### src/rtl/core/pgr_pkg.sv
// ----------------------------------------------------------------------------
// pgr_pkg
// Types and constants shared by the glyph run decoder core.
// ----------------------------------------------------------------------------
package pgr_pkg;

   typedef struct packed {
      logic [7:0] data_byte;
      logic       first_of_glyph;
   } req_type;

   typedef struct packed {
      logic        run_value;
      logic [31:0] run_length;
      logic [15:0] repeat_rows;
      logic        glyph_done;
      logic        status;
      logic        last_of_item;
   } rsp_type;

   // byte as classified by the front end
   typedef struct packed {
      req_type req;
      logic    raw;
   } job_type;

   // register values, width and height already forced to at least one
   typedef struct packed {
      logic [3:0]  dyn_f;
      logic        start_black;
      logic [15:0] width;
      logic [15:0] height;
   } cfg_type;

   typedef enum logic [1:0] {
      PH_IDLE,
      PH_ZEROS,
      PH_LONG,
      PH_SECOND
   } phase_type;

   typedef enum logic [2:0] {
      ST_FETCH,
      ST_UNIT,
      ST_ACC,
      ST_DIV,
      ST_ROWS,
      ST_EMIT,
      ST_FLUSH
   } state_type;

   typedef enum logic [1:0] {
      REG_DYN_F       = 2'd0,
      REG_START_BLACK = 2'd1,
      REG_WIDTH       = 2'd2,
      REG_HEIGHT      = 2'd3
   } reg_type;

   localparam logic [3:0]  MARK_REPEAT = 4'd14;
   localparam logic [3:0]  MARK_ONE    = 4'd15;
   localparam logic [3:0]  LAST_SHORT  = 4'd13;
   localparam logic [3:0]  RAW_DYN     = 4'd14;
   localparam logic [31:0] SAT32       = 32'hFFFF_FFFF;
   localparam logic [15:0] SAT16       = 16'hFFFF;

endpackage

### src/rtl/core/pgr_front.sv
// ----------------------------------------------------------------------------
// pgr_front
// Input side: takes bytes, tags raw mode and holds them in a two-entry queue.
// ----------------------------------------------------------------------------
module pgr_front
   import pgr_pkg::*;
(
   input  logic       clock,
   input  logic       reset,
   input  logic       req_push,
   input  req_type    req_data,
   output logic       req_full,
   input  logic [3:0] dyn_f,
   output logic       job_valid,
   output job_type    job,
   input  logic       job_pop
);

   job_type    slot_ff [2];
   logic       wr_ff, wr_in;
   logic       rd_ff, rd_in;
   logic [1:0] cnt_ff, cnt_in;
   logic       push_ok;
   logic       pop_ok;

   assign req_full  = (cnt_ff == 2'd2);
   assign job_valid = (cnt_ff != 2'd0);
   assign job       = slot_ff[rd_ff];
   assign push_ok   = req_push && !req_full;
   assign pop_ok    = job_pop && job_valid;

   always_comb begin
      wr_in  = push_ok ? ~wr_ff : wr_ff;
      rd_in  = pop_ok ? ~rd_ff : rd_ff;
      cnt_in = cnt_ff + {1'b0, push_ok} - {1'b0, pop_ok};
   end

   always_ff @(posedge clock) begin
      if (reset) begin
         wr_ff  <= 1'b0;
         rd_ff  <= 1'b0;
         cnt_ff <= 2'd0;
      end else begin
         wr_ff  <= wr_in;
         rd_ff  <= rd_in;
         cnt_ff <= cnt_in;
      end
   end

   always_ff @(posedge clock) begin
      if (push_ok) begin
         slot_ff[wr_ff] <= '{req: req_data, raw: (dyn_f >= RAW_DYN)};
      end
   end

endmodule

### src/rtl/core/pgr_rsp_queue.sv
// ----------------------------------------------------------------------------
// pgr_rsp_queue
// Result queue between the decode engine and the result port.
// ----------------------------------------------------------------------------
module pgr_rsp_queue
   import pgr_pkg::*;
#(
   parameter int DEPTH = 4
) (
   input  logic    clock,
   input  logic    reset,
   input  logic    push,
   input  rsp_type push_data,
   output logic    full,
   output logic    empty,
   input  logic    pop,
   output rsp_type pop_data
);

   localparam int PW = (DEPTH > 1) ? $clog2(DEPTH) : 1;
   localparam int CW = $clog2(DEPTH + 1);
   localparam logic [PW-1:0] LAST = PW'(DEPTH - 1);

   rsp_type         mem_ff [DEPTH];
   logic [PW-1:0]   wr_ff, wr_in;
   logic [PW-1:0]   rd_ff, rd_in;
   logic [CW-1:0]   cnt_ff, cnt_in;
   logic            push_ok;
   logic            pop_ok;

   assign full     = (cnt_ff == CW'(DEPTH));
   assign empty    = (cnt_ff == '0);
   assign pop_data = mem_ff[rd_ff];
   assign push_ok  = push && !full;
   assign pop_ok   = pop && !empty;

   always_comb begin
      wr_in  = push_ok ? ((wr_ff == LAST) ? '0 : wr_ff + 1'b1) : wr_ff;
      rd_in  = pop_ok ? ((rd_ff == LAST) ? '0 : rd_ff + 1'b1) : rd_ff;
      cnt_in = cnt_ff + CW'(push_ok) - CW'(pop_ok);
   end

   always_ff @(posedge clock) begin
      if (reset) begin
         wr_ff  <= '0;
         rd_ff  <= '0;
         cnt_ff <= '0;
      end else begin
         wr_ff  <= wr_in;
         rd_ff  <= rd_in;
         cnt_ff <= cnt_in;
      end
   end

   always_ff @(posedge clock) begin
      if (push_ok) begin
         mem_ff[wr_ff] <= push_data;
      end
   end

endmodule

### src/rtl/core/pgr_back.sv
// ----------------------------------------------------------------------------
// pgr_back
// Decode engine: packed-number decoding, row accounting, result staging.
// ----------------------------------------------------------------------------
module pgr_back
   import pgr_pkg::*;
(
   input  logic    clock,
   input  logic    reset,
   input  cfg_type cfg,
   input  logic    job_valid,
   input  job_type job,
   output logic    job_pop,
   output logic    out_push,
   output rsp_type out_data,
   input  logic    out_full
);

   state_type   state_ff, state_in;
   logic [7:0]  byte_ff, byte_in;
   logic        raw_ff, raw_in;
   logic [3:0]  unit_ff, unit_in;
   logic        err_ff, err_in;
   phase_type   phase_ff, phase_in;
   logic [3:0]  zc_ff, zc_in;
   logic [31:0] acc_ff, acc_in;
   logic [15:0] prep_ff, prep_in;
   logic        isrep_ff, isrep_in;
   logic        colour_ff, colour_in;
   logic [15:0] col_ff, col_in;
   logic [16:0] rows_ff, rows_in;
   logic [31:0] len_ff, len_in;
   logic        val_ff, val_in;
   logic [15:0] reps_ff, reps_in;
   logic        bad_ff, bad_in;
   logic [31:0] dq_ff, dq_in;
   logic [16:0] dr_ff, dr_in;
   logic [4:0]  dcnt_ff, dcnt_in;
   rsp_type     pend_ff, pend_in;
   logic        pend_v_ff, pend_v_in;

   // nybble decoder
   logic [3:0]  nyb;
   logic [3:0]  d;
   phase_type   f_phase;
   logic [3:0]  f_zc;
   logic [31:0] f_acc;
   logic [15:0] f_prep;
   logic        f_isrep;
   logic        f_run;
   logic [31:0] f_len;
   logic        fin;
   logic [31:0] fin_num;
   logic [31:0] acc_sh;
   logic [3:0]  zc_dec;
   logic [33:0] v34;

   // row accounting
   logic        units_done;
   logic [31:0] rest;
   logic [16:0] used;
   logic [16:0] rows_sub;
   logic [16:0] rem_try;
   logic        q_bit;
   logic [16:0] rows_full;
   logic [31:0] rows_wide;

   assign d   = cfg.dyn_f;
   assign nyb = unit_ff[0] ? byte_ff[3:0] : byte_ff[7:4];

   always_comb begin
      f_phase = phase_ff;
      f_zc    = zc_ff;
      f_acc   = acc_ff;
      f_prep  = prep_ff;
      f_isrep = isrep_ff;
      f_run   = 1'b0;
      f_len   = '0;
      fin     = 1'b0;
      fin_num = '0;
      acc_sh  = (acc_ff > 32'h0FFF_FFFF) ? SAT32 : {acc_ff[27:0], nyb};
      zc_dec  = zc_ff - 4'd1;
      v34     = {2'b00, acc_sh} + 34'd193 + 34'(d) - (34'(d) << 4);
      unique case (phase_ff)
         PH_ZEROS: begin
            if (nyb == 4'd0) begin
               if (zc_ff != 4'd15) f_zc = zc_ff + 4'd1;
            end else begin
               f_acc   = {28'd0, nyb};
               f_phase = PH_LONG;
            end
         end
         PH_LONG: begin
            f_acc = acc_sh;
            f_zc  = zc_dec;
            if (zc_dec == 4'd0) begin
               fin     = 1'b1;
               fin_num = v34[32] ? SAT32 : v34[31:0];
            end
         end
         PH_SECOND: begin
            fin     = 1'b1;
            fin_num = ((acc_ff - 32'(d) - 32'd1) << 4) + 32'(nyb) + 32'(d) + 32'd1;
         end
         default: begin
            f_phase = PH_IDLE;
            priority if (nyb == 4'd0) begin
               f_phase = PH_ZEROS;
               f_zc    = 4'd1;
            end else if (nyb <= d) begin
               fin     = 1'b1;
               fin_num = 32'(nyb);
            end else if (nyb <= LAST_SHORT) begin
               f_acc   = 32'(nyb);
               f_phase = PH_SECOND;
            end else if (nyb == MARK_REPEAT) begin
               f_isrep = 1'b1;
            end else begin
               f_prep  = 16'd1;
               f_isrep = 1'b0;
            end
         end
      endcase
      if (fin) begin
         f_phase = PH_IDLE;
         f_acc   = '0;
         f_zc    = '0;
         if (isrep_ff) begin
            f_prep  = (fin_num > 32'(SAT16)) ? SAT16 : fin_num[15:0];
            f_isrep = 1'b0;
         end else begin
            f_run = 1'b1;
            f_len = fin_num;
         end
      end
   end

   assign units_done = raw_ff ? (unit_ff == 4'd8) : (unit_ff == 4'd2);
   assign rest       = len_ff - 32'(col_ff);
   assign used       = {1'b0, prep_ff} + 17'd1;
   assign rows_sub   = rows_ff - used;
   assign rem_try    = {dr_ff[15:0], dq_ff[31]};
   assign q_bit      = (rem_try >= {1'b0, cfg.width});
   assign rows_wide  = 32'(rows_ff);
   assign rows_full  = rows_ff - dq_ff[16:0];

   // next state
   always_comb begin
      state_in = state_ff;
      unique case (state_ff)
         ST_FETCH: if (job_valid) state_in = ST_UNIT;
         ST_UNIT: begin
            priority if (err_ff) begin
               if (!out_full) state_in = ST_FETCH;
            end else if (rows_ff == '0 || units_done) begin
               state_in = ST_FLUSH;
            end else if (raw_ff || f_run) begin
               state_in = ST_ACC;
            end
         end
         ST_ACC: begin
            priority if (len_ff < 32'(col_ff)) state_in = ST_EMIT;
            else if (used > rows_ff || rest == '0) state_in = ST_EMIT;
            else if (rest < 32'(cfg.width)) state_in = ST_ROWS;
            else state_in = ST_DIV;
         end
         ST_DIV:  if (dcnt_ff == 5'd31) state_in = ST_ROWS;
         ST_ROWS: state_in = ST_EMIT;
         ST_EMIT: if (!(pend_v_ff && out_full)) state_in = ST_UNIT;
         ST_FLUSH: if (!(pend_v_ff && out_full)) state_in = ST_FETCH;
         default: state_in = ST_FETCH;
      endcase
   end

   // datapath and outputs
   always_comb begin
      byte_in   = byte_ff;
      raw_in    = raw_ff;
      unit_in   = unit_ff;
      err_in    = err_ff;
      phase_in  = phase_ff;
      zc_in     = zc_ff;
      acc_in    = acc_ff;
      prep_in   = prep_ff;
      isrep_in  = isrep_ff;
      colour_in = colour_ff;
      col_in    = col_ff;
      rows_in   = rows_ff;
      len_in    = len_ff;
      val_in    = val_ff;
      reps_in   = reps_ff;
      bad_in    = bad_ff;
      dq_in     = dq_ff;
      dr_in     = dr_ff;
      dcnt_in   = dcnt_ff;
      pend_in   = pend_ff;
      pend_v_in = pend_v_ff;
      job_pop   = 1'b0;
      out_push  = 1'b0;
      out_data  = pend_ff;
      unique case (state_ff)
         ST_FETCH: begin
            if (job_valid) begin
               job_pop = 1'b1;
               byte_in = job.req.data_byte;
               raw_in  = job.raw;
               unit_in = '0;
               if (job.req.first_of_glyph) begin
                  phase_in  = PH_IDLE;
                  zc_in     = '0;
                  acc_in    = '0;
                  prep_in   = '0;
                  isrep_in  = 1'b0;
                  colour_in = cfg.start_black;
                  col_in    = cfg.width;
                  rows_in   = {1'b0, cfg.height};
                  err_in    = 1'b0;
               end else begin
                  err_in = (rows_ff == '0);
               end
            end
         end
         ST_UNIT: begin
            priority if (err_ff) begin
               out_data = '{run_value: 1'b0, run_length: '0, repeat_rows: '0,
                            glyph_done: 1'b1, status: 1'b1, last_of_item: 1'b1};
               if (!out_full) begin
                  out_push = 1'b1;
                  err_in   = 1'b0;
               end
            end else if (rows_ff == '0 || units_done) begin
               // nothing
            end else if (raw_ff) begin
               len_in  = 32'd1;
               val_in  = byte_ff[3'd7 - unit_ff[2:0]];
               unit_in = unit_ff + 4'd1;
            end else begin
               phase_in = f_phase;
               zc_in    = f_zc;
               acc_in   = f_acc;
               prep_in  = f_prep;
               isrep_in = f_isrep;
               unit_in  = unit_ff + 4'd1;
               if (f_run) begin
                  len_in    = f_len;
                  val_in    = colour_ff;
                  colour_in = ~colour_ff;
               end
            end
         end
         ST_ACC: begin
            reps_in = '0;
            bad_in  = 1'b0;
            if (len_ff < 32'(col_ff)) begin
               col_in = col_ff - len_ff[15:0];
            end else begin
               reps_in = prep_ff;
               prep_in = '0;
               col_in  = cfg.width;
               if (used > rows_ff) begin
                  bad_in  = 1'b1;
                  rows_in = '0;
               end else begin
                  rows_in = rows_sub;
               end
               if (rest < 32'(cfg.width)) begin
                  dq_in = '0;
                  dr_in = 17'(rest[15:0]);
               end else begin
                  dq_in = rest;
                  dr_in = '0;
               end
               dcnt_in = '0;
            end
         end
         ST_DIV: begin
            dr_in   = q_bit ? rem_try - {1'b0, cfg.width} : rem_try;
            dq_in   = {dq_ff[30:0], q_bit};
            dcnt_in = dcnt_ff + 5'd1;
         end
         ST_ROWS: begin
            if (dq_ff > rows_wide) begin
               bad_in  = 1'b1;
               rows_in = '0;
               col_in  = cfg.width;
            end else if (dr_ff[15:0] != '0 && rows_full == '0) begin
               bad_in  = 1'b1;
               rows_in = '0;
               col_in  = cfg.width;
            end else begin
               rows_in = rows_full;
               if (dr_ff[15:0] != '0) col_in = cfg.width - dr_ff[15:0];
            end
         end
         ST_EMIT: begin
            out_data.last_of_item = 1'b0;
            if (!(pend_v_ff && out_full)) begin
               out_push  = pend_v_ff;
               pend_v_in = 1'b1;
               pend_in   = '{run_value: val_ff, run_length: len_ff, repeat_rows: reps_ff,
                             glyph_done: (rows_ff == '0), status: bad_ff,
                             last_of_item: 1'b0};
            end
         end
         ST_FLUSH: begin
            out_data.last_of_item = 1'b1;
            if (pend_v_ff && !out_full) begin
               out_push  = 1'b1;
               pend_v_in = 1'b0;
            end
         end
         default: ;
      endcase
   end

   always_ff @(posedge clock) begin
      if (reset) begin
         state_ff  <= ST_FETCH;
         err_ff    <= 1'b0;
         pend_v_ff <= 1'b0;
         phase_ff  <= PH_IDLE;
         zc_ff     <= '0;
         acc_ff    <= '0;
         prep_ff   <= '0;
         isrep_ff  <= 1'b0;
         colour_ff <= 1'b0;
         col_ff    <= '0;
         rows_ff   <= '0;
         unit_ff   <= '0;
         dcnt_ff   <= '0;
      end else begin
         state_ff  <= state_in;
         err_ff    <= err_in;
         pend_v_ff <= pend_v_in;
         phase_ff  <= phase_in;
         zc_ff     <= zc_in;
         acc_ff    <= acc_in;
         prep_ff   <= prep_in;
         isrep_ff  <= isrep_in;
         colour_ff <= colour_in;
         col_ff    <= col_in;
         rows_ff   <= rows_in;
         unit_ff   <= unit_in;
         dcnt_ff   <= dcnt_in;
      end
   end

   always_ff @(posedge clock) begin
      byte_ff <= byte_in;
      raw_ff  <= raw_in;
      len_ff  <= len_in;
      val_ff  <= val_in;
      reps_ff <= reps_in;
      bad_ff  <= bad_in;
      dq_ff   <= dq_in;
      dr_ff   <= dr_in;
      pend_ff <= pend_in;
   end

endmodule

### src/rtl/core/pk_glyph_run_decoder_core.sv
// ----------------------------------------------------------------------------
// pk_glyph_run_decoder_core
// Packed run-length decoder for one glyph: bytes in, colour runs out.
// ----------------------------------------------------------------------------
//  channel   direction  ports                     transaction
//  req       in         req_push / req_full       one packed bitmap byte
//  rsp       out        rsp_pop / rsp_empty       one colour run
//  csr       in         APB psel/penable/pwrite   register write or read
//
//  A byte is fetched, then decoded one nybble (or one bit in raw mode) at a time
//  and closed out; a byte with no glyph open yields a single error result.
//  Each run then goes through row accounting; a run spilling over a full row
//  also passes through the shared bit-serial divider.
//  Reset is synchronous and clears control state and the decode state.
//  The front queue (2 bytes) and result queue (RSP_DEPTH) let each side stall
//  independently; the engine holds back one result so it can mark the last one.
// ----------------------------------------------------------------------------
module pk_glyph_run_decoder_core
   import pgr_pkg::*;
#(
   parameter int RSP_DEPTH = 4
) (
   input  logic        clock,
   input  logic        reset,
   input  logic        req_push,
   input  req_type     req_data,
   output logic        req_full,
   output logic        rsp_empty,
   input  logic        rsp_pop,
   output rsp_type     rsp_data,
   input  logic        csr_psel,
   input  logic        csr_penable,
   input  logic        csr_pwrite,
   input  logic [3:0]  csr_paddr,
   input  logic [31:0] csr_pwdata,
   output logic [31:0] csr_prdata,
   output logic        csr_pready
);

   logic [3:0]  dyn_f_ff;
   logic        start_black_ff;
   logic [15:0] width_ff;
   logic [15:0] height_ff;
   logic        csr_wr;
   reg_type     csr_reg;
   cfg_type     cfg;
   logic        job_valid;
   job_type     job;
   logic        job_pop;
   logic        out_push;
   rsp_type     out_data;
   logic        out_full;

   assign csr_pready = 1'b1;
   assign csr_wr     = csr_psel && csr_penable && csr_pwrite;
   assign csr_reg    = reg_type'(csr_paddr[3:2]);

   always_ff @(posedge clock) begin
      if (reset) begin
         dyn_f_ff       <= 4'd0;
         start_black_ff <= 1'b0;
         width_ff       <= 16'd1;
         height_ff      <= 16'd1;
      end else if (csr_wr) begin
         unique case (csr_reg)
            REG_DYN_F:       dyn_f_ff       <= csr_pwdata[3:0];
            REG_START_BLACK: start_black_ff <= csr_pwdata[0];
            REG_WIDTH:       width_ff       <= csr_pwdata[15:0];
            REG_HEIGHT:      height_ff      <= csr_pwdata[15:0];
            default: ;
         endcase
      end
   end

   always_comb begin
      unique case (csr_reg)
         REG_DYN_F:       csr_prdata = {28'd0, dyn_f_ff};
         REG_START_BLACK: csr_prdata = {31'd0, start_black_ff};
         REG_WIDTH:       csr_prdata = {16'd0, width_ff};
         REG_HEIGHT:      csr_prdata = {16'd0, height_ff};
         default:         csr_prdata = '0;
      endcase
   end

   // zero size is taken as one
   assign cfg = '{dyn_f:       dyn_f_ff,
                  start_black: start_black_ff,
                  width:       (width_ff == '0) ? 16'd1 : width_ff,
                  height:      (height_ff == '0) ? 16'd1 : height_ff};

   pgr_front u_front (
      .clock     (clock),
      .reset     (reset),
      .req_push  (req_push),
      .req_data  (req_data),
      .req_full  (req_full),
      .dyn_f     (dyn_f_ff),
      .job_valid (job_valid),
      .job       (job),
      .job_pop   (job_pop)
   );

   pgr_back u_back (
      .clock     (clock),
      .reset     (reset),
      .cfg       (cfg),
      .job_valid (job_valid),
      .job       (job),
      .job_pop   (job_pop),
      .out_push  (out_push),
      .out_data  (out_data),
      .out_full  (out_full)
   );

   pgr_rsp_queue #(
      .DEPTH (RSP_DEPTH)
   ) u_rsp_queue (
      .clock     (clock),
      .reset     (reset),
      .push      (out_push),
      .push_data (out_data),
      .full      (out_full),
      .empty     (rsp_empty),
      .pop       (rsp_pop),
      .pop_data  (rsp_data)
   );

endmodule

### config.mk
export PLATFORM = sky130hd
export DESIGN_NAME = pk_glyph_run_decoder_core
export DESIGN_NICKNAME = d
export VERILOG_FILES = /design/src/rtl/core/pgr_pkg.sv /design/src/rtl/core/pgr_front.sv /design/src/rtl/core/pgr_rsp_queue.sv /design/src/rtl/core/pgr_back.sv /design/src/rtl/core/pk_glyph_run_decoder_core.sv
export SDC_FILE = /design/constraint.sdc
export NUM_CORES = 1
export LEC_CHECK = 0
export BUFFER_PORTS_ARGS = -buffer_cell sky130_fd_sc_hd__buf_2
export CORE_MARGIN = 1
export CORE_UTILIZATION = 63
export DETAILED_ROUTE_END_ITERATION = 8
export PLACE_DENSITY = 0.81
export SETUP_SLACK_MARGIN = 0.5
export SLEW_MARGIN = 10
export SYNTH_ARGS = -nofsm -noshare
export SYNTH_HDL_FRONTEND = slang
export SYNTH_SLANG_ARGS = --single-unit
### constraint.sdc
create_clock -name clock -period 6.3 [get_ports clock]
set_input_delay 1.26 -clock clock [delete_from_list [all_inputs] [get_ports clock]]
set_output_delay 1.26 -clock clock [all_outputs]
set_load 0.1 [all_outputs]
Yosys cells after proc, flatten, opt, wreduce, memory -nomap -nowiden
Memories as Yosys holds them, arrays and structs flattened. A register that Yosys moved wholly into a read port is not among the register bits.
Index checks and enable logic that the tools add are counted.
- add/subtract/negate cells: 26
- $mul: 0
- divide/modulo/power cells: 0
- order comparisons: 11
- equality and inequality tests: 45
- shift operators: 0
- muxes and demuxes: 166
- bitwise logic cells: 6
- reduce and logical (&&, ||, !) cells: 57
- operators with widths (kind ; count):
    2-to-1 mux 32 bit ; 19
    2-to-1 mux 16 bit ; 25
    case mux 32 bit (3 select lines) ; 2
    case mux 32 bit (2 select lines) ; 2
    case mux 32 bit (4 select lines) ; 1
    2-to-1 mux 17 bit ; 6
    case mux 16 bit (3 select lines) ; 2
    adder 32 x 4 -> 32 bit ; 2
    less-than comparator 32 x 16 -> 1 bit ; 2
    2-to-1 mux 4 bit ; 14
    2-to-1 mux 52 bit ; 1
    2-to-1 mux 51 bit ; 1
    case mux 17 bit (3 select lines) ; 1
    2-to-1 mux 1 bit ; 49
    subtractor 16 bit ; 3
    zero test 17 bit ; 2
    subtractor 17 bit ; 2
    adder 32 x 8 -> 33 bit, second input constant ; 1
    adder 33 x 4 -> 33 bit ; 1
    2-to-1 mux 3 bit ; 11
    subtractor 33 x 8 -> 33 bit ; 1
    adder 32 x 1 -> 32 bit, second input constant ; 1
    greater-than comparator 32 x 16 -> 1 bit, second input constant ; 1
    greater-than comparator 32 x 17 -> 1 bit ; 1
    72 further kinds ; 160
- bits in registers: 309
- latch bits: 0
- memory bits (writable): 228
- memory bits (read-only): 0
- bits of input ports: 52
- output and inout bits: 87
- word-level logic and storage cells: 349
- memories: 2
- memories (name ; words ; width ; rd ports ; clocked after memory_dff ; write ports ; RTL line ; text):
    u_rsp_queue.mem_ff ; 4 ; 52 ; 1 ; 1 ; 1 ; pgr_rsp_queue.sv:24 ; rsp_type mem_ff [DEPTH];
    u_front.slot_ff ; 2 ; 10 ; 1 ; 1 ; 1 ; pgr_front.sv:19 ; job_type slot_ff [2];

Logic depth before layout (Yosys ltp)
Gate-level depths: netlist (run 1).
- word-level depth: 16
- gate-level depth with buffers: 25
- mapped depth without buffers: 24

Modules after synthesis
Synthesis (run 1) repeated with hierarchy kept, for this count alone.
- cell total of the unflattened synthesis: 3371
- area total of the unflattened synthesis: 33528.4 sq um
- by module, submodules not included (module ; times used ; cells each ; area each (sq um)):
    pgr_back ; 1 ; 2750 ; 22399.0
    pgr_rsp_queue ; 1 ; 322 ; 7973.9
    pk_glyph_run_decoder_core ; 1 ; 240 ; 2194.6
    pgr_front ; 1 ; 59 ; 960.9

Worst setup path before layout (run 1)
OpenSTA, ideal clock, no wires.
- path type: register -> register
- start point: register u_back.state_ff[0]
- end point: register u_back.pend_ff[10] (netlist bit), enable pin
- arrival: 4482 ps
- required time: 5764 ps
- path slack: 1281 ps
- cell stages (with the launch flop): 4
- buffers on the path: 1
- clock period less this slack: 5019 ps
- cells stage by stage: dfxtp_1 clkbuf_1 nand2_1 a211oi_1
- longest elaborated chain between the ends: 2
- RTL lines (element ; RTL line ; text):
    start: declaration ; pgr_back.sv:19 ; state_type state_ff, state_in;
    start signal: assignment ; pgr_back.sv:332 ; state_ff <= state_in;
    equality test 3 bit ; pgr_back.sv:201 ; unique case (state_ff)
    AND reduction 2 bit (no source line) ; - ;
    end signal: assignment ; pgr_back.sv:357 ; pend_ff <= pend_in;
    end: declaration ; pgr_back.sv:39 ; rsp_type pend_ff, pend_in;
No other way between the ends.
A chain may end at the register's enable or synchronous reset.

Worst setup path after layout (run 1)
- start point: register u_back.acc_ff[28]
- end point: register u_back.prep_ff[14]
- longest elaborated chain between the ends: 16
- RTL lines (element ; RTL line ; text):
    start: declaration ; pgr_back.sv:26 ; logic [31:0] acc_ff, acc_in;
    start signal: assignment ; pgr_back.sv:337 ; acc_ff <= acc_in;
    greater-than comparator 32 x 28 -> 1 bit (*) ; pgr_back.sv:81 ; acc_sh = (acc_ff > 32'h0FFF_FFFF) ? SAT32 : {acc_ff[27:0], nyb};
    2-to-1 mux 32 bit (*) ; pgr_back.sv:81 ;
    adder 32 x 8 -> 33 bit (*) ; pgr_back.sv:83 ; v34 = {2'b00, acc_sh} + 34'd193 + 34'(d) - (34'(d) << 4);
    adder 33 x 4 -> 33 bit (*) ; pgr_back.sv:83 ;
    subtractor 33 x 8 -> 33 bit (*) ; pgr_back.sv:83 ;
    2-to-1 mux 32 bit (*) ; pgr_back.sv:98 ; fin_num = v34[32] ? SAT32 : v34[31:0];
    2-to-1 mux 32 bit (*) ; pgr_back.sv:96 ; if (zc_dec == 4'd0) begin
    case mux 32 bit (3 select lines) (*) ; pgr_back.sv:84 ; unique case (phase_ff)
    greater-than comparator 32 x 16 -> 1 bit ; pgr_back.sv:129 ; f_prep = (fin_num > 32'(SAT16)) ? SAT16 : fin_num[15:0];
    2-to-1 mux 16 bit (*) ; pgr_back.sv:129 ;
    2-to-1 mux 16 bit (*) ; pgr_back.sv:128 ; if (isrep_ff) begin
    2-to-1 mux 16 bit (*) ; pgr_back.sv:124 ; if (fin) begin
    2-to-1 mux 16 bit (*) ; pgr_back.sv:233 ; end else if (raw_ff) begin
    2-to-1 mux 16 bit (*) ; pgr_back.sv:231 ; end else if (rows_ff == '0 || units_done) begin
    2-to-1 mux 16 bit (*) ; pgr_back.sv:224 ; priority if (err_ff) begin
    case mux 16 bit (3 select lines) (*) ; pgr_back.sv:201 ;
    end signal: assignment ; pgr_back.sv:338 ; prep_ff <= prep_in;
    end: declaration ; pgr_back.sv:27 ; logic [15:0] prep_ff, prep_in;
Mark *: on every way between the ends. The rest lies on a longest branch, timed or not. The select of a mux whose other input is x is not followed.

==> results.sh, run 1 <==
export IMPL_seqPwrFrac_pct=31.5
export IMPL_cts_htree_levels=2
export IMPL_cap_violations=0
export IMPL_place_gp_congestion=1.03
export IMPL_grt_util_all_layers_pct=34.0
export IMPL_clk_pin_slew_ps=60
export IMPL_worstPathArrival_ps=6050
export IMPL_wirelength_um=90800
export IMPL_synth_ff_type="edfxtp_1"
export IMPL_min_path_cells=0
export IMPL_grt_ovfl_total=0
export IMPL_finalCritPeriodShare_pct=88.6
export IMPL_cts_setup_buffers=0
export IMPL_hold_start="u_back.reps_ff[11]"
export IMPL_synth_edff_count=386
export IMPL_start_util_pct=64.3
export IMPL_cpMaxStageDelayCell="nor4_4"
export IMPL_final_util_pct=70.2
export IMPL_path_delay_family="simple AND/OR/NAND/NOR gates"
export IMPL_synthArstFlopShare_pct=0
export IMPL_routed_via_density=6.46
export IMPL_final_antenna_net_count=0
export IMPL_die_area_mm2=0.0526
export IMPL_r2r_start="u_back.acc_ff[28]"
export IMPL_intPower_mw=8.91
export IMPL_via_count=26274
export IMPL_place_hpwl_um=64900
export IMPL_netlist_top_cells_area="edfxtp_1 36%, dfxtp_1 9.5%, ha_1 7.6%"
export IMPL_dp_cells=3965
export IMPL_die_h_um=229
export IMPL_place_ws_ps=526
export IMPL_dieWidth_um=229
export IMPL_finish_instance_area_mm2=0.0355
export IMPL_io_pins=139
export IMPL_critPathMaxFanout=14
export IMPL_place_area_mm2=0.0336
export IMPL_wl_per_cell_um=22.3
export IMPL_skew_ps=42.9
export IMPL_path_buf_inv=1
export IMPL_drive_above_1_share_pct=11.1
export IMPL_clk_latency_ps=640
export IMPL_pwr_share_clk_pct=21.8
export IMPL_rows=82
export IMPL_hold_class="reg2reg"
export IMPL_setup_viol=0
export IMPL_whs_ps=411
export IMPL_max_freq_ghz=0.179
export IMPL_p_leak_nw=13.6
export IMPL_antenna_cells=0
export IMPL_endpoint_kind="flip-flop"
export IMPL_grt_pass1_vias=25198
export IMPL_setup_tns_ps=0
export IMPL_avgSynthCellArea_um2=9.83
export IMPL_clock_path_buffers=3
export IMPL_p_per_area_mw_per_mm2=442
export IMPL_synth_top_area_cell="edfxtp_1"
export IMPL_clockRootBuffer="clkbuf_16"
export IMPL_slew_viol_final=0
export IMPL_cts_hold_fix_buffers=0
export IMPL_grt_max_degree=75
export IMPL_core_area_mm2=0.0506
export IMPL_io_buffers=103
export IMPL_cts_tree="built"
export IMPL_cts_sinks=540
export IMPL_yosysSeqAreaShare_pct=45.1
export IMPL_rsz0062_at_grt="true"
export IMPL_synthCells=3312
export IMPL_drc_errors=0
export IMPL_setup_ws_ps=717
export IMPL_antenna_found_initial=1
export IMPL_syn_area_mm2=0.0325
export IMPL_cp_required_ps=6770
export IMPL_tightest_slew_ps=1220
export IMPL_min_to="u_back.pend_ff[14]"
export IMPL_drtPass1Iterations=5
export IMPL_synth_seq_cells=540
export IMPL_yosysWarnings=0
export IMPL_rrSetupSlack_ps=720
export IMPL_fin_nets=3609
export IMPL_power_switching_mw=6.80
export IMPL_p_comb_share_pct=46.7
export IMPL_r2r_end="u_back.prep_ff[14]"
export IMPL_cts_made_buffers=54
export IMPL_status="complete, no violations"
export IMPL_path_class="reg2reg"
export IMPL_synth_top_cell_area_share_pct=35.6
export IMPL_switching_share_pct=43.3
export IMPL_max_stage_delay_ps=770
export IMPL_drt_initial_drc_count=2813
export IMPL_worstPathCellList="or4_1 > buf_4 > nand2b_1 > ha_1 > ha_1 > a21o_1 > a21oi_1 > nor2_1 > nor3_1 > o41ai_2 > o41ai_1 > mux2i_1 > nor2_1 > o22ai_1 > nor4_4 > and3_1 > a41oi_1"
export IMPL_grt_pass1_wl_um=139000
export IMPL_synth_cell_types=91
export IMPL_start_kind="flip-flop"
export IMPL_total_power_mw=15.7
export IMPL_maxSlewHeadroom_pct=18.5
export IMPL_area_delta_synth_final_pct=9.18
export IMPL_r2r_cells=17
export IMPL_finalNonFillerCells=4067
export IMPL_period_needed_ps=5580
export IMPL_irDropWorstVdd_mv=0.344
export IMPL_finalHoldViolations=0
[cells in the mapped netlist, types with 39 or more instances]
| cell | count |
|---|---|
| edfxtp_1 | 386 |
| nor2_1 | 310 |
| nand2_1 | 282 |
| a21oi_1 | 228 |
| inv_1 | 217 |
| ha_1 | 198 |
| o21ai_0 | 179 |
| dfxtp_1 | 154 |
| clkbuf_1 | 144 |
| xnor2_1 | 103 |
| nor2b_1 | 101 |
| nor3_1 | 92 |
| nand3_1 | 69 |
| xor2_1 | 63 |
| mux4_2 | 55 |
| a21o_1 | 50 |
| nor4_1 | 40 |
| nand4_1 | 39 |
[layout make-up]
class,count,area (um2)
well taps,672,841
multi-input cells,2386,16400
fillers,3671,15000
clock buffers,74,1510
flip-flops and latches,540,14700
inverters,218,818
repair buffers,149,863
clock inverters,28,399
[sequential cells by signal (all words and copies together) (netlist names), 5 cells and up, named ones only]
register / count
height_ff: 16
u_back.acc_ff: 32
u_back.byte_ff: 8
u_back.col_ff: 16
u_back.dcnt_ff: 5
u_back.dq_ff: 32
u_back.dr_ff: 16
u_back.len_ff: 32
u_back.pend_ff: 51
u_back.prep_ff: 16
u_back.reps_ff: 16
u_back.rows_ff: 17
u_front.slot_ff: 20
u_rsp_queue.mem_ff: 208
width_ff: 16
[routing by layer]
layer,wire [um],global-route usage [%]
met5,0,0
met4,3840,14.3
met3,7510,5.04
met2,43200,56.5
met1,36300,44.4
[worst max path at each step]
stage | from | to | slack, ps | cells after the start
after floorplan | u_back.state_ff[0] | u_back.pend_ff[10] | 1280 | 3
after global placement | u_back.acc_ff[28] | u_back.prep_ff[0] | 620 | 16
after detailed placement | u_back.acc_ff[28] | u_back.prep_ff[0] | 530 | 16
after CTS | u_back.acc_ff[28] | u_back.prep_ff[14] | 510 | 16
after global routing | u_back.acc_ff[28] | u_back.prep_ff[14] | 460 | 19
final | u_back.acc_ff[28] | u_back.prep_ff[14] | 720 | 17
[layout by cell type (no fill, tap or decap), types with 20 or more instances in the layout]
| master | Yosys | routed |
|---|---|---|
| nor2_1 | 310 | 309 |
| nor4_1 | 40 | 39 |
| nor3_1 | 92 | 92 |
| nand2b_1 | 26 | 26 |
| nand2_1 | 282 | 282 |
| o211ai_1 | 22 | 22 |
| a211oi_1 | 34 | 31 |
| o21ai_0 | 179 | 179 |
| and2_1 | 32 | 32 |
| a21oi_1 | 228 | 227 |
| dfxtp_1 | 154 | 152 |
| and3_1 | 28 | 22 |
| nor2b_1 | 101 | 101 |
| or3_1 | 23 | 23 |
| mux2i_1 | 33 | 33 |
| clkbuf_16 | 0 | 54 |
| a22o_1 | 20 | 20 |
| inv_1 | 217 | 216 |
| nand3_1 | 69 | 69 |
| buf_2 | 8 | 102 |
| mux4_2 | 55 | 55 |
| nand4_1 | 39 | 39 |
| o31ai_1 | 29 | 29 |
| o21a_1 | 28 | 28 |
| edfxtp_1 | 386 | 386 |
| xor2_1 | 63 | 63 |
| buf_4 | 17 | 47 |
| ha_1 | 198 | 198 |
| or2_2 | 25 | 25 |
| a21o_1 | 50 | 50 |
| xnor2_1 | 103 | 103 |
[cell families (layout without fill, tap and decap cells)]
group	Yosys count	count (layout)	share of synthesized area, %
muxes	102	102	5.31
adders and majority gates	208	208	8.23
other	2	17	0.0231
and+or+nand+nor	1125	1125	16.9
DFF	540	540	45.1
buffers and inverters	401	469	4.90
xor gates and xnor gates	166	166	4.47
AOI/OAI and AO/OA	768	768	15.1
[power groups by stage]
| stage | Combinational, mW | Clock, mW | Sequential, mW |
|---|---|---|---|
| after global placement | 6.93 | 0 | 4.97 |
| after detailed placement | 7.10 | 0 | 4.99 |
| after CTS | 7.17 | 3.44 | 4.92 |
| after floorplan | 5.48 | 0 | 4.71 |
| final | 7.33 | 3.43 | 4.95 |
| after global routing | 7.91 | 3.57 | 4.97 |
[what timing repair did]
action | 4_1_cts | 5_1_grt
gates resized for setup | 0 | 2
hold endpoints to repair | 0 | 0
endpoints found under the setup margin | 0 | 23
Power figures use the tool's default switching activity.
==> inputs of run 2 (changes only) <==
--- a/config.mk
+++ b/config.mk
@@ -7,9 +7,10 @@
 export LEC_CHECK = 0
 export BUFFER_PORTS_ARGS = -buffer_cell sky130_fd_sc_hd__buf_2
 export CORE_MARGIN = 1
-export CORE_UTILIZATION = 63
+export CORE_UTILIZATION = 65
+export CTS_BUF_LIST = sky130_fd_sc_hd__clkbuf_8
 export DETAILED_ROUTE_END_ITERATION = 8
-export PLACE_DENSITY = 0.81
+export PLACE_DENSITY = 0.83
 export SETUP_SLACK_MARGIN = 0.5
 export SLEW_MARGIN = 10
 export SYNTH_ARGS = -nofsm -noshare
==> constraint.sdc (replaced) <==
create_clock -name clock -period 6.3 [get_ports clock]
set_input_delay 0.63 -clock clock [delete_from_list [all_inputs] [get_ports clock]]
set_output_delay 0.63 -clock clock [all_outputs]
set_load 0.1 [all_outputs]
==> results.sh, run 2 (synthesis results as in run 1) <==
export IMPL_setup_ws_ps=719
export IMPL_via_count=26512
export IMPL_r2r_start="u_back.len_ff[1]"
export IMPL_whs_ps=111
export IMPL_io_pins=139
export IMPL_finalCritPeriodShare_pct=88.6
export IMPL_die_area_mm2=0.0510
export IMPL_maxSlewHeadroom_pct=22.6
export IMPL_slew_viol_final=0
export IMPL_clock_path_buffers=3
export IMPL_layout_common_cells="386 x edfxtp_1, 309 x nor2_1, 282 x nand2_1, 237 x inv_1, 226 x a21oi_1"
export IMPL_wl_per_cell_um=23.1
export IMPL_r2r_end="u_back.dr_ff[13]"
export IMPL_skew_ps=49.5
export IMPL_tightest_slew_ps=1160
export IMPL_area_delta_synth_final_pct=8.97
export IMPL_cap_violations=0
export IMPL_drc_errors=0
export IMPL_cts_made_buffers=87
export IMPL_min_path_cells=1
export IMPL_final_antenna_net_count=0
export IMPL_routed_via_density=6.43
export IMPL_top_regs="u_rsp_queue.mem_ff (208), u_back.pend_ff (51)"
export IMPL_grt_util_all_layers_pct=37.1
export IMPL_max_freq_ghz=0.179
export IMPL_cts_tree="built"
export IMPL_rsz0062_at_grt="false"
export IMPL_cpMaxStageDelayCell="a31oi_1"
export IMPL_regMostFlops="u_rsp_queue.mem_ff"
export IMPL_p_leak_nw=13.6
export IMPL_finalHoldViolations=0
export IMPL_start_util_pct=66.2
export IMPL_place_hpwl_um=68300
export IMPL_largest_reg_flops=208
export IMPL_fin_nets=3644
export IMPL_grt_pass1_vias=25301
export IMPL_worstPathCellList="inv_1 > ha_1 > nor2b_1 > o21a_1 > o21ai_0 > a21oi_1 > a211oi_1 > o31ai_1 > a31oi_1 > xnor2_1 > ha_1 > nand4_1 > nor2_1 > o21ai_0 > o21ai_0 > and4b_1 > buf_4 > a31o_2"
export IMPL_hold_start="req_data[3]"
export IMPL_final_common_cell="edfxtp_1"
export IMPL_grt_max_degree=102
export IMPL_antenna_found_initial=3
export IMPL_fill_cells=3554
export IMPL_r2r_cells=18
export IMPL_place_ws_ps=472
export IMPL_place_gp_congestion=0.997
export IMPL_core_area_mm2=0.0492
export IMPL_worstPathArrival_ps=6030
export IMPL_hold_class="in2reg"
export IMPL_clk_pin_slew_ps=60
export IMPL_start_kind="flip-flop"
export IMPL_cp_required_ps=6750
export IMPL_cts_sinks=540
export IMPL_setup_tns_ps=0
export IMPL_critPathMaxFanout=20
export IMPL_path_class="reg2reg"
export IMPL_rrSetupSlack_ps=720
export IMPL_io_buffers=103
export IMPL_max_stage_delay_ps=550
export IMPL_period_needed_ps=5580
export IMPL_rows=81
export IMPL_drive_above_1_share_pct=11.7
export IMPL_regArea_mm2=0.0147
export IMPL_p_per_area_mw_per_mm2=439
export IMPL_wirelength_um=95200
export IMPL_irDropWorstVdd_mv=0.341
export IMPL_grt_ovfl_total=0
export IMPL_die_h_um=226
export IMPL_cts_htree_levels=3
export IMPL_setup_viol=0
export IMPL_min_to="u_front.slot_ff[1][4]"
export IMPL_grt_pass1_wl_um=143000
export IMPL_multi_input_area_mm2=0.0164
export IMPL_dieWidth_um=226
export IMPL_clockRootBuffer="clkbuf_8"
export IMPL_drt_initial_drc_count=2841
export IMPL_status="complete, no violations"
export IMPL_worst_path_most_repeated_cell="o21ai_0"
export IMPL_endpoint_kind="flip-flop"
export IMPL_drtPass1Iterations=6
export IMPL_clk_latency_ps=710
[run 2: how the worst max path moves through the flow]
| stage | from | end | slack, ps | cells after the start |
|---|---|---|---|---|
| 2_1_floorplan | u_back.state_ff[0] | u_back.pend_ff[10] | 1280 | 3 |
| 3_3_place_gp | u_back.acc_ff[28] | u_back.prep_ff[0] | 640 | 16 |
| 3_5_place_dp | u_back.acc_ff[28] | u_back.prep_ff[0] | 470 | 16 |
| 4_1_cts | u_back.acc_ff[28] | u_back.prep_ff[0] | 520 | 16 |
| 5_1_grt | u_back.acc_ff[28] | u_back.prep_ff[0] | 530 | 17 |
| 6_report | u_back.len_ff[1] | u_back.dr_ff[13] | 720 | 18 |
[run 2: final cells by class]
class                   instances  area share, %
inverters                     218           2.31
clock inverters                67           1.44
multi-input cells            2386           46.3
well taps                     664           2.34
clock buffers                  94           3.65
flip-flops and latches        540           41.4
repair buffers                151           2.53
diodes                          2         0.0141
[run 2: where the power goes]
group	switching (mW)	leakage, nW	internal (mW)
Clock	1.47	0.990	1.69
Combinational	4.96	7.91	2.52
Sequential	0.506	4.74	4.43
[run 2: repair_timing]
item                                    4_1_cts  5_1_grt
buffers inserted                              0        1
endpoints found under the setup margin       16       16
pin swaps                                     1        1
hold buffers                                  0        0
gates resized for setup                       0        2
[run 2: critical path, delay by kind of cell (launching register included)]
family	cells	cell delay (ps)
DFF	1	450
buffers and inverters	2	340
adders and majority gates	2	740
xor gates and xnor gates	1	390
and+or+nand+nor	4	650
AOI/OAI and AO/OA	9	2740
[run 2: layer usage]
| metal | track usage, % | wire length, um |
|---|---|---|
| met1 | 46.9 | 37200 |
| met2 | 60.3 | 44500 |
| met3 | 9.35 | 9370 |
| met4 | 16.3 | 4120 |
| met5 | 0 | 13 |
[run 2: metrics by stage]
step / std cells / util, % / power, mW / instance area, um2
floorplan: 3327 / - / 10.2 / 32600
global placement: 3957 / 68.3 / 12.0 / 33600
detailed placement: 3957 / 68.3 / 12.2 / 33600
CTS: 4118 / 72.0 / 15.4 / 35400
global route: 4121 / 72.1 / 16.3 / 35500
finish: 4122 / 72.1 / 15.6 / 35500
